`config.mk`:
```
export PLATFORM = sky130hd
export DESIGN_NAME = circular_pid_queue_with_swap
export DESIGN_NICKNAME = d
export VERILOG_FILES = /design/src/rtl/core/cpq_pkg.sv /design/src/rtl/core/cpq_dp.sv /design/src/rtl/core/cpq_ctrl.sv /design/src/rtl/core/circular_pid_queue_with_swap.sv
export SDC_FILE = /design/constraint.sdc
export NUM_CORES = 2
export LEC_CHECK = 0
export BUFFER_PORTS_ARGS = -buffer_cell sky130_fd_sc_hd__buf_2
export CAP_MARGIN = 20
export CELL_PAD_IN_SITES_DETAIL_PLACEMENT = 0
export CELL_PAD_IN_SITES_GLOBAL_PLACEMENT = 1
export CORE_MARGIN = 2
export CORE_UTILIZATION = 48
export CTS_CLUSTER_DIAMETER = 120
export DETAILED_ROUTE_END_ITERATION = 10
export PLACE_DENSITY_LB_ADDON = 0.1
export SETUP_SLACK_MARGIN = 0.2
export SKIP_CTS_REPAIR_TIMING = 1
export SYNTH_ARGS = -nofsm -noshare
export SYNTH_HDL_FRONTEND = slang
export SYNTH_SLANG_ARGS = --single-unit
```
`constraint.sdc`:
```
create_clock -name clk -period 3.95 [get_ports clk]
set_input_delay 0.1975 -clock clk [delete_from_list [all_inputs] [get_ports clk]]
set_output_delay 0.1975 -clock clk [all_outputs]
set_load 0.02 [all_outputs]
```
`src/rtl/core/cpq_pkg.sv`:
```
// Shared types and constants for the circular process-id queue.
// Holds sizes, operation and status codes, and the controller/datapath
// command and status structs. No dependencies.
package cpq_pkg;

  localparam int DEPTH  = 64;
  localparam int ADDR_W = $clog2(DEPTH);
  localparam int CNT_W  = $clog2(DEPTH + 1);
  localparam int ID_W   = 31;
  localparam int OP_W   = 2;
  localparam int ST_W   = 2;

  typedef enum logic [OP_W-1:0] {
    OP_ENQ  = 2'd0,
    OP_DEQ  = 2'd1,
    OP_PEEK = 2'd2,
    OP_SWAP = 2'd3
  } op_t;

  typedef enum logic [ST_W-1:0] {
    ST_OK       = 2'd0,
    ST_FULL     = 2'd1,
    ST_EMPTY    = 2'd2,
    ST_NOTFOUND = 2'd3
  } status_t;

  // Selects what goes into the output word when the controller emits.
  typedef enum logic [2:0] {
    RES_ENQ,
    RES_FULL,
    RES_EMPTY,
    RES_HEAD,
    RES_ID,
    RES_OLD,
    RES_NOTF
  } res_t;

  typedef struct packed {
    logic load;
    logic rd_en;
    logic rd_scan;
    logic enq;
    logic deq;
    logic wr_head;
    logic wr_found;
    logic old_ld;
    logic found_ld;
    logic emit;
    res_t res;
  } cpq_cmd_t;

  typedef struct packed {
    op_t  op;
    logic empty;
    logic full;
    logic one;
    logic hit;
    logic scan_end;
  } cpq_sts_t;

endpackage

```
`src/rtl/core/cpq_dp.sv`:
```
// Datapath of the circular process-id queue: slot memory, valid bits,
// head/tail/count registers, swap search pointer and the output word.
// Depends on cpq_pkg.
module cpq_dp (
  input  logic                     clk,
  input  logic                     rst_n,
  input  cpq_pkg::cpq_cmd_t        cmd,
  input  logic [cpq_pkg::OP_W-1:0] in_op,
  input  logic [cpq_pkg::ID_W-1:0] in_proc_id,
  output cpq_pkg::cpq_sts_t        sts,
  output logic [cpq_pkg::ST_W-1:0] out_status,
  output logic [cpq_pkg::ID_W-1:0] out_value,
  output logic [cpq_pkg::CNT_W-1:0] out_count
);
  import cpq_pkg::*;

  logic [ID_W-1:0]   mem [DEPTH];
  logic [DEPTH-1:0]  vld_r;

  op_t               op_r;
  logic [ID_W-1:0]   id_r;
  logic [ID_W-1:0]   old_r;
  logic [ID_W-1:0]   rdata_r;
  logic              rvld_r;
  logic [ADDR_W-1:0] raddr_r;
  logic [ADDR_W-1:0] scan_r;
  logic [ADDR_W-1:0] found_r;

  logic [ADDR_W-1:0] head_r, head_nxt;
  logic [ADDR_W-1:0] tail_r, tail_nxt;
  logic [CNT_W-1:0]  cnt_r, cnt_nxt;
  logic              empty_r, empty_nxt;

  logic [ST_W-1:0]   out_status_r;
  logic [ID_W-1:0]   out_value_r;
  logic [CNT_W-1:0]  out_count_r;

  logic [ADDR_W-1:0] head_inc, tail_inc;
  logic [ADDR_W-1:0] rd_addr, wr_addr;
  logic [ID_W-1:0]   wr_data;
  logic [ID_W-1:0]   rd_word;
  logic              wr_en;
  logic              last;
  logic              clear_all;
  logic              deq_one;

  assign head_inc  = (head_r == ADDR_W'(DEPTH - 1)) ? '0 : head_r + 1'b1;
  assign tail_inc  = (tail_r == ADDR_W'(DEPTH - 1)) ? '0 : tail_r + 1'b1;
  assign last      = (head_r == tail_r);
  assign clear_all = cmd.deq & last;
  assign deq_one   = cmd.deq & ~last;

  // A slot whose valid bit is clear reads as zero.
  assign rd_word = rvld_r ? rdata_r : '0;
  assign rd_addr = cmd.rd_scan ? scan_r : head_r;

  always_comb begin
    head_nxt  = head_r;
    tail_nxt  = tail_r;
    cnt_nxt   = cnt_r;
    empty_nxt = empty_r;
    if (cmd.enq) begin
      if (empty_r) begin
        head_nxt  = '0;
        tail_nxt  = '0;
        empty_nxt = 1'b0;
      end else begin
        tail_nxt = tail_inc;
      end
      cnt_nxt = cnt_r + 1'b1;
    end
    if (cmd.deq) begin
      if (last) begin
        head_nxt  = '0;
        tail_nxt  = '0;
        cnt_nxt   = '0;
        empty_nxt = 1'b1;
      end else begin
        head_nxt = head_inc;
        cnt_nxt  = cnt_r - 1'b1;
      end
    end
  end

  always_comb begin
    wr_en   = cmd.enq | cmd.wr_head | cmd.wr_found;
    wr_data = cmd.wr_found ? old_r : id_r;
    priority if (cmd.enq) begin
      wr_addr = empty_r ? '0 : tail_inc;
    end else if (cmd.wr_head) begin
      wr_addr = head_r;
    end else begin
      wr_addr = found_r;
    end
  end

  always_ff @(posedge clk) begin
    if (wr_en) begin
      mem[wr_addr] <= wr_data;
    end
    if (cmd.rd_en) begin
      rdata_r <= mem[rd_addr];
      rvld_r  <= vld_r[rd_addr];
      raddr_r <= rd_addr;
    end
  end

  always_ff @(posedge clk) begin
    if (!rst_n) begin
      vld_r <= '0;
    end else if (clear_all) begin
      vld_r <= '0;
    end else begin
      if (wr_en) begin
        vld_r[wr_addr] <= 1'b1;
      end
      if (deq_one) begin
        vld_r[head_r] <= 1'b0;
      end
    end
  end

  always_ff @(posedge clk) begin
    if (!rst_n) begin
      head_r  <= '0;
      tail_r  <= '0;
      cnt_r   <= '0;
      empty_r <= 1'b1;
    end else begin
      head_r  <= head_nxt;
      tail_r  <= tail_nxt;
      cnt_r   <= cnt_nxt;
      empty_r <= empty_nxt;
    end
  end

  always_ff @(posedge clk) begin
    if (cmd.load) begin
      op_r   <= op_t'(in_op);
      id_r   <= in_proc_id;
      scan_r <= '0;
    end else if (cmd.rd_en && cmd.rd_scan) begin
      scan_r <= scan_r + 1'b1;
    end
    if (cmd.old_ld) begin
      old_r <= rd_word;
    end
    if (cmd.found_ld) begin
      found_r <= raddr_r;
    end
  end

  always_ff @(posedge clk) begin
    if (cmd.emit) begin
      out_count_r <= cnt_nxt;
      unique case (cmd.res)
        RES_ENQ: begin
          out_status_r <= ST_OK;
          out_value_r  <= id_r;
        end
        RES_FULL: begin
          out_status_r <= ST_FULL;
          out_value_r  <= '0;
        end
        RES_EMPTY: begin
          out_status_r <= ST_EMPTY;
          out_value_r  <= '0;
        end
        RES_HEAD: begin
          out_status_r <= ST_OK;
          out_value_r  <= rd_word;
        end
        RES_ID: begin
          out_status_r <= ST_OK;
          out_value_r  <= id_r;
        end
        RES_OLD: begin
          out_status_r <= ST_OK;
          out_value_r  <= old_r;
        end
        RES_NOTF: begin
          out_status_r <= ST_NOTFOUND;
          out_value_r  <= '0;
        end
        default: begin
          out_status_r <= ST_OK;
          out_value_r  <= '0;
        end
      endcase
    end
  end

  assign sts.op       = op_r;
  assign sts.empty    = empty_r;
  assign sts.full     = (cnt_r == CNT_W'(DEPTH));
  assign sts.one      = (cnt_r == CNT_W'(1));
  assign sts.hit      = (rd_word == id_r);
  assign sts.scan_end = (raddr_r == ADDR_W'(DEPTH - 1));

  assign out_status = out_status_r;
  assign out_value  = out_value_r;
  assign out_count  = out_count_r;

endmodule

```
`src/rtl/core/cpq_ctrl.sv`:
```
// Controller of the circular process-id queue: sequences each operation
// and owns the handshake flags. Depends on cpq_pkg.
module cpq_ctrl (
  input  logic                   clk,
  input  logic                   rst_n,
  input  logic                   in_valid,
  output logic                   in_ready,
  output logic                   out_valid,
  input  logic                   out_ready,
  input  cpq_pkg::cpq_sts_t      sts,
  output cpq_pkg::cpq_cmd_t      cmd
);
  import cpq_pkg::*;

  typedef enum logic [2:0] {
    S_IDLE,
    S_LOOK,
    S_HEAD,
    S_SCAN,
    S_SWAP1,
    S_SWAP2,
    S_NOTF
  } state_t;

  state_t state_r, state_nxt;
  logic   out_valid_r;
  logic   out_free;

  assign out_free = ~out_valid_r | out_ready;
  assign in_ready = (state_r == S_IDLE);

  always_comb begin
    state_nxt = state_r;
    cmd       = '0;
    cmd.res   = RES_ENQ;
    cmd.load  = in_valid & in_ready;
    unique case (state_r)
      S_IDLE: begin
        if (in_valid) begin
          state_nxt = S_LOOK;
        end
      end
      S_LOOK: begin
        cmd.rd_en = 1'b1;
        priority if (sts.op == OP_ENQ) begin
          if (out_free) begin
            cmd.emit  = 1'b1;
            cmd.res   = sts.full ? RES_FULL : RES_ENQ;
            cmd.enq   = ~sts.full;
            state_nxt = S_IDLE;
          end
        end else if (sts.empty) begin
          if (out_free) begin
            cmd.emit  = 1'b1;
            cmd.res   = RES_EMPTY;
            state_nxt = S_IDLE;
          end
        end else if (sts.op == OP_SWAP && sts.one) begin
          if (out_free) begin
            cmd.emit  = 1'b1;
            cmd.res   = RES_ID;
            state_nxt = S_IDLE;
          end
        end else begin
          state_nxt = S_HEAD;
        end
      end
      S_HEAD: begin
        if (sts.op == OP_SWAP) begin
          cmd.rd_en   = 1'b1;
          cmd.rd_scan = 1'b1;
          cmd.old_ld  = 1'b1;
          state_nxt   = S_SCAN;
        end else if (out_free) begin
          cmd.emit  = 1'b1;
          cmd.res   = RES_HEAD;
          cmd.deq   = (sts.op == OP_DEQ);
          state_nxt = S_IDLE;
        end
      end
      S_SCAN: begin
        priority if (sts.hit) begin
          cmd.found_ld = 1'b1;
          state_nxt    = S_SWAP1;
        end else if (sts.scan_end) begin
          state_nxt = S_NOTF;
        end else begin
          cmd.rd_en   = 1'b1;
          cmd.rd_scan = 1'b1;
        end
      end
      S_SWAP1: begin
        cmd.wr_head = 1'b1;
        state_nxt   = S_SWAP2;
      end
      S_SWAP2: begin
        if (out_free) begin
          cmd.wr_found = 1'b1;
          cmd.emit     = 1'b1;
          cmd.res      = RES_OLD;
          state_nxt    = S_IDLE;
        end
      end
      S_NOTF: begin
        if (out_free) begin
          cmd.emit  = 1'b1;
          cmd.res   = RES_NOTF;
          state_nxt = S_IDLE;
        end
      end
      default: begin
        state_nxt = S_IDLE;
      end
    endcase
  end

  always_ff @(posedge clk) begin
    if (!rst_n) begin
      state_r     <= S_IDLE;
      out_valid_r <= 1'b0;
    end else begin
      state_r <= state_nxt;
      if (cmd.emit) begin
        out_valid_r <= 1'b1;
      end else if (out_ready) begin
        out_valid_r <= 1'b0;
      end
    end
  end

  assign out_valid = out_valid_r;

  // A new result only goes out when the output register is free.
  a_emit_free: assert property (@(posedge clk) disable iff (!rst_n)
    cmd.emit |-> out_free)
    else $error("result emitted over an untaken word");

  // Every emitted result finishes its operation.
  a_emit_idle: assert property (@(posedge clk) disable iff (!rst_n)
    cmd.emit |=> state_r == S_IDLE)
    else $error("controller did not return to idle after a result");

  a_enq_room: assert property (@(posedge clk) disable iff (!rst_n)
    cmd.enq |-> !sts.full)
    else $error("enqueue committed on a full queue");

  a_take_nonempty: assert property (@(posedge clk) disable iff (!rst_n)
    (cmd.deq || cmd.wr_head || cmd.wr_found) |-> !sts.empty)
    else $error("dequeue or swap committed on an empty queue");

  a_accept_look: assert property (@(posedge clk) disable iff (!rst_n)
    cmd.load |=> state_r == S_LOOK)
    else $error("accepted word not decoded");

endmodule

```
`src/rtl/core/circular_pid_queue_with_swap.sv`:
```
// Top level of the circular process-id run queue with swap-to-head.
// Instantiates cpq_ctrl and cpq_dp; depends on cpq_pkg.
//
// Usage: each input word carries an operation (enqueue, dequeue, peek or
// swap-to-head) and a process id, and produces exactly one output word with
// a status, a returned id and the number of ids held afterward. Both
// channels use valid/ready; a word moves when valid and ready are both high.
// The block works on one word at a time: in_ready is high only while the
// controller is idle, but it does not depend on the output side, so a new
// word is taken while the previous result still waits in the output register.
// Enqueue, any operation on an empty queue and a swap with one id held are
// answered from the look state; dequeue and peek pass the head state too. A
// swap scans the slot memory one slot per cycle from slot 0, then writes the
// head in SWAP1 and the found slot in SWAP2, or reports not found once slot
// DEPTH - 1 has been read. The slot memory has a single read port.
// Reset (synchronous, active low) empties the queue and clears every slot
// through per-slot valid bits at once; no clearing pass is needed. When the
// receiver stalls, the result is held and the next operation waits at its
// final step until the output register is free.
module circular_pid_queue_with_swap (
  input  logic                      clk,
  input  logic                      rst_n,
  input  logic                      in_valid,
  output logic                      in_ready,
  input  logic [cpq_pkg::OP_W-1:0]  in_op,
  input  logic [cpq_pkg::ID_W-1:0]  in_proc_id,
  output logic                      out_valid,
  input  logic                      out_ready,
  output logic [cpq_pkg::ST_W-1:0]  out_status,
  output logic [cpq_pkg::ID_W-1:0]  out_value,
  output logic [cpq_pkg::CNT_W-1:0] out_count
);
  import cpq_pkg::*;

  cpq_cmd_t cmd;
  cpq_sts_t sts;

  // The controller sequences each operation and owns both handshakes.
  cpq_ctrl u_ctrl (
    .clk       (clk),
    .rst_n     (rst_n),
    .in_valid  (in_valid),
    .in_ready  (in_ready),
    .out_valid (out_valid),
    .out_ready (out_ready),
    .sts       (sts),
    .cmd       (cmd)
  );

  // The datapath holds the slots, the queue pointers and the output word.
  cpq_dp u_dp (
    .clk        (clk),
    .rst_n      (rst_n),
    .cmd        (cmd),
    .in_op      (in_op),
    .in_proc_id (in_proc_id),
    .sts        (sts),
    .out_status (out_status),
    .out_value  (out_value),
    .out_count  (out_count)
  );

endmodule

```
* After elaboration in Yosys (flattened, before gate mapping) *
Memories as Yosys holds them, arrays and structs flattened. A register that Yosys moved wholly into a read port is not among the register bits.
Cells that the tools add are included.

operators by class
  add/sub/neg operators = 5
  $lt $le $gt $ge = 5
  equal/unequal tests = 23
  mux-type cells = 76
  bitwise operators = 13
  reductions and logical operators = 15

operator list
  cell                 count
  $mux 64              4
  $pmux 31 s3          1
  $mux 6               13
  $and 64x64->64       1
  $not 64->64          1
  $or 64x64->64        1
  $mux 31              2
  $mux 4               10
  $eq 31x31->1         1
  $mux 1               24
  $mux 3               8
  $lt 6x7->1 const B   3
  $mux 7               3
  $add 6x1->6 const B  3
  $eq 3x3->1 const B   6
  $eq 6x6->1 const B   3
  $pmux 3 s6           1
  $pmux 4 s4           1
  $demux 1 s6          2
  $eq 3x2->1 const B   4
  $ge 6x1->1 const B   2
  $add 7x1->7 const B  1
  $eq 7x1->1 const B   1
  $eq 7x7->1 const B   1
  21 further kinds     40

word-level totals
  register bits after elaboration = 211
  bits in writable memories = 1984
  input port bits = 37
  output and inout bits = 42
  word-level logic and storage cells = 155
  memories = 1

memory list
  memory    words  bits a word  read ports  clocked after memory_dff  wr ports  RTL line      text
  u_dp.mem  64     31           1           1                         1         cpq_dp.sv:17  logic [ID_W-1:0] mem [DEPTH];

* Depth between registers and ports, before layout *
  word-level depth = 16
  depth in mapped cells = 18
  gate-level depth less buffers = 12

* Cells and area by module *
Synthesis repeated with hierarchy kept, for this count alone.

second synthesis, totals
  cell total of the unflattened synthesis = 7404
  area, all modules = 95225.1 um^2

modules (own cells, without submodules)
  module    instances  cells each  area each (um^2)  sequential area each (um^2)
  cpq_dp    1          7339        94725.8           65823.1
  cpq_ctrl  1          65          499.2             80.1

* Worst setup path before layout *
OpenSTA, ideal clock, no wires.

  kind = register to register
  start point = register u_dp.cnt_r[0]
  end point = memory u_dp.mem[39][0], enable pin
  setup time = 0.421 ns
  arrival = 3.606 ns
  data required time = 3.529 ns
  slack = -0.077 ns
  stages on the path, launching flop included = 11
  path buffers = 1
  clock period less this slack = 4.027 ns
  path through = dfxtp_1 -> inv_1 -> ha_1 -> and2_1 -> a21boi_0 -> nand3_1 -> clkbuf_1 -> a21oi_1 -> nor2b_1 -> nand2_1 -> nor2_1

on the way
  longest elaborated chain between the ends = 9
  elaborated cells on any way between the ends = 10

RTL lines
  item                          RTL line        text
  from (decl)                   cpq_dp.sv:31    logic [CNT_W-1:0] cnt_r, cnt_nxt;
  from (signal assigned)        cpq_dp.sv:132   cnt_r <= cnt_nxt;
  $eq 7x7->1 (*)                cpq_dp.sv:195   assign sts.full = (cnt_r == CNT_W'(DEPTH));
  $not 1->1 (*)                 cpq_ctrl.sv:49  cmd.enq = ~sts.full;
  $mux 1 (*)                    cpq_ctrl.sv:46  if (out_free) begin
  $mux 1 (*)                    cpq_ctrl.sv:45  priority if (sts.op == OP_ENQ) begin
  $mux 1 (*)                    cpq_ctrl.sv:37  unique case (state_r)
  $or 1x1->1 (2 in series)      cpq_dp.sv:86    wr_en = cmd.enq | cmd.wr_head | cmd.wr_found;
  $mux 1                        cpq_dp.sv:98    if (wr_en) begin
  $mux 1 (implied by the code)  cpq_dp.sv:99    mem[wr_addr] <= wr_data;
  to (decl)                     cpq_dp.sv:17

Mark *: on every way between the ends. The rest lies on a longest branch, timed or not.

* Worst setup path after layout *
  start point = register u_dp.rdata_r[10], read port of u_dp.mem
  end point = register u_dp.rdata_r[28], read port of u_dp.mem (data pin)

on the way
  longest elaborated chain between the ends = 5
  elaborated cells on any way between the ends = 6

RTL lines
  item              RTL line        text
  from (decl)       cpq_dp.sv:23    logic [ID_W-1:0] rdata_r;
  $mux 31 (*)       cpq_dp.sv:54    assign rd_word = rvld_r ? rdata_r : '0;
  $eq 31x31->1 (*)  cpq_dp.sv:197   assign sts.hit = (rd_word == id_r);
  $mux 2 (*)        cpq_ctrl.sv:82  priority if (sts.hit) begin
  $pmux 1 s2        cpq_ctrl.sv:37
  $mux 6            cpq_dp.sv:55    assign rd_addr = cmd.rd_scan ? scan_r : head_r;

Marks and branches as above.
A chain may end at the register's enable or synchronous reset.

==> flow_summary.json <==
{
  "status": "complete, but fails checks",
  "violations": "negative setup slack",
  "setup_viol": 32,
  "syn_nets": 6761,
  "syn_to_final_growth_pct": 21.4,
  "syn_inst": 6718,
  "ys_seq_area_share_pct": 74.2,
  "dp_hpwl_um": 174000,
  "layout.cells.non_filler": 10081,
  "grt_max_degree": 81,
  "grt_remaining_overflow": 0,
  "r2r_slack_ns": -0.72,
  "mostFrequentLayoutCells": "edfxtp_1, nand2_1, nand3_1",
  "cp_max_fo": 26,
  "core_sq_um": 183000,
  "first_iter_violations": 7536,
  "arrival_ns": 5.26,
  "drcViolationCount": 0,
  "totalWireLength_um": 293000,
  "final_max_slew_viol_count": 0,
  "routedWlPerCell_um": 29.0,
  "yosys.area.top_type": "edfxtp_1",
  "grtUsageTotal_pct": 30.2,
  "cap_violations": 0,
  "path_class": "register to register",
  "r2r_cells": 17,
  "synth_edf_count": 2132,
  "clk-insertion-delay-late_ns": 0.88,
  "hp-start": "in_proc_id[9]",
  "finalWorstSetupSlack_ns": -0.722,
  "synthArstFlopShare_pct": 0,
  "grt_pass1_vias": 56250,
  "worst_pin_slew_ns": 1.10,
  "synth_top_flop_cell": "edfxtp_1",
  "routed_via_density": 6.00,
  "worstPathRequired_ns": 4.54,
  "ys_seq_elements": 2226,
  "vdd_drop_max_uv": 375,
  "ys_types": 67,
  "hold_viol": 0,
  "root_buffer": "clkbuf_16",
  "clk_path_buf_depth": 3,
  "syn_area_sq_um": 88800,
  "r2r_start": "u_dp.rdata_r[10]",
  "cts.sinks": 2226,
  "fin_util_pct": 58.8,
  "holdPathStages": 2,
  "nets": 7442,
  "cts_inserted_buffers": 226,
  "place_ws_ns": -1.20,
  "fmax_ghz": 0.214,
  "ant_nets": 0,
  "synth_top_area_share_pct": 72.1,
  "vias": 60522,
  "clkTransAtPathRegs_ns": 0.06,
  "syn_area_per_cell_sq_um": 13.2,
  "synth_area_leaders": "edfxtp_1, nand2_1, nand3_1, mux2i_1, dfxtp_1",
  "grt_pass1_wl_um": 406000,
  "antenna_found_initial": 8,
  "fillers": 14660,
  "leakage_nw": 37.8,
  "htreeDepth": 4,
  "power_density_nw_per_um2": 445,
  "num_rows": 157,
  "layout-drive-gt1-share_pct": 18.2,
  "reg2reg_to": "u_dp.rdata_r[28]",
  "slew_headroom_pct": 25.2,
  "fin_skew_ns": 0.0641,
  "hold_class": "input pin to register",
  "die_w_um": 434,
  "die_h_um": 434,
  "holdPathEnd": "u_dp.id_r[9]",
  "total_power_mw": 48.0,
  "drtPass1Iterations": 7,
  "portBuffers": 78,
  "gp_congestion": 0.890,
  "initial_core_util_pct": 48.4,
  "final_common_cell": "edfxtp_1",
  "min_period_over_period_pct": 118,
  "critPathCaptureType": "register",
  "dpl.cell_count": 9544,
  "start_kind": "register",
  "io_pins": 79,
  "period_minus_slack_ns": 4.67,
  "cts_tree": "built",
  "ys_warn_count": 0,
  "dieArea_sq_um": 189000,
  "rsz0062_at_grt": "true"
}
==> worst max-delay path by stage <==
stage               slack, ns              from  cells after the start          endpoint
floorplan               -0.08     u_dp.cnt_r[0]                     10   u_dp.mem[39][0]
global placement        -1.17  u_dp.rdata_r[25]                     17   u_dp.rdata_r[7]
detailed placement      -1.20  u_dp.rdata_r[25]                     17   u_dp.rdata_r[7]
CTS                     -1.24  u_dp.rdata_r[25]                     17   u_dp.rdata_r[7]
global route            -0.78       u_dp.rvld_r                     18  u_dp.rdata_r[28]
finish                  -0.72  u_dp.rdata_r[10]                     17  u_dp.rdata_r[28]
==> cells in the mapped netlist (all sizes together), types with 8 or more instances <==
library cell	count
edfxtp	2132
nand2	1687
nand3	931
a21oi	261
mux2i	237
clkbuf	213
buf	211
nor2	178
a32oi	102
dfxtp	94
a22oi	87
nand4	81
a211oi	43
and2	43
inv	42
a221oi	33
a222oi	30
nor3	30
o21a	29
or3	28
o22ai	27
xor2	26
o21ai	19
and3	18
nand4b	15
o221a	13
a31oi	11
a21o	10
a2111oi	8
==> flip-flops by register name (all words and copies together) (netlist names) <==
signal	cells
u_dp.out_status	2
u_dp.raddr_r	6
u_dp.rdata_r	31
u_dp.old_r	31
u_ctrl.out_valid	1
u_dp.mem	1984
u_dp.out_count	7
u_dp.empty_r	1
u_dp.out_value	31
u_dp.vld_r	64
u_dp.cnt_r	7
u_ctrl.state_r	3
u_dp.scan_r	6
u_dp.id_r	31
u_dp.head_r	6
u_dp.op_r	2
u_dp.rvld_r	1
u_dp.tail_r	6
u_dp.found_r	6
==> through the flow <==
| step | hold WS (ns) | setup TNS, ns | instance area [sq um] |
|---|---|---|---|
| 6_report | 0.0451 | -16.98 | 108000 |
| 5_1_grt | 0.0117 | -20.11 | 108000 |
| 4_1_cts | -0.549 | -25.60 | 106000 |
| 3_5_place_dp | 0.376 | -24.33 | 98700 |
| 3_3_place_gp | 0.376 | -23.00 | 98700 |
| 2_1_floorplan | 0.296 | -32.39 | 88800 |
==> area by class of cell <==
cell class	count	area [sq um]	area share, %
Tap cell	2464	3080	2.86
Timing Repair Buffer	873	9260	8.59
Clock inverter	130	1160	1.07
Inverter	42	204	0.189
Timing Repair inverter	3	50.0	0.0464
Antenna cell	23	57.6	0.0534
Clock buffer	293	5990	5.55
Multi-Input combinational cell	4027	22100	20.5
Sequential cell	2226	65900	61.1
==> critical path, cell delays in order, from the launching register on <==
cell,delay (ns)
edfxtp_1,0.44
buf_4,0.21
nand4b_1,0.17
o22ai_1,0.17
o21ai_1,0.13
nor4_4,0.64
buf_12,0.20
nand4_1,0.09
and3_4,0.23
buf_4,0.17
buf_12,0.17
buf_16,0.23
nand2_1,0.08
nand3_1,0.10
a32oi_2,0.31
nand4_1,0.29
buf_4,0.24
or3_1,0.41
==> power by group <==
group	switching (mW)	internal [mW]
clock network	9.15	11.6
logic	0.827	0.307
registers	0.0795	26.0
total	10.1	37.9
==> per-layer routing <==
layer,vias up,routed length (um),track usage [%]
li1,26417,-,-
met5,-,29,0
met4,4,10700,10.5
met1,30787,121000,43.6
met3,451,25900,3.99
met2,2863,135000,47.2
==> cell families (layout without fill, tap and decap cells) <==
logic type / count (synthesis) / after routing / share of synthesized area (%)
compound gates: 693 / 693 / 5.42
xor+xnor: 32 / 32 / 0.316
fa+ha+maj: 6 / 6 / 0.0845
buf+inv: 466 / 1341 / 2.25
flops: 2226 / 2226 / 74.2
mux: 239 / 239 / 2.70
other cells: 0 / 23 / 0
simple gates: 3056 / 3057 / 15.0
(Power assumes the default switching activity.)
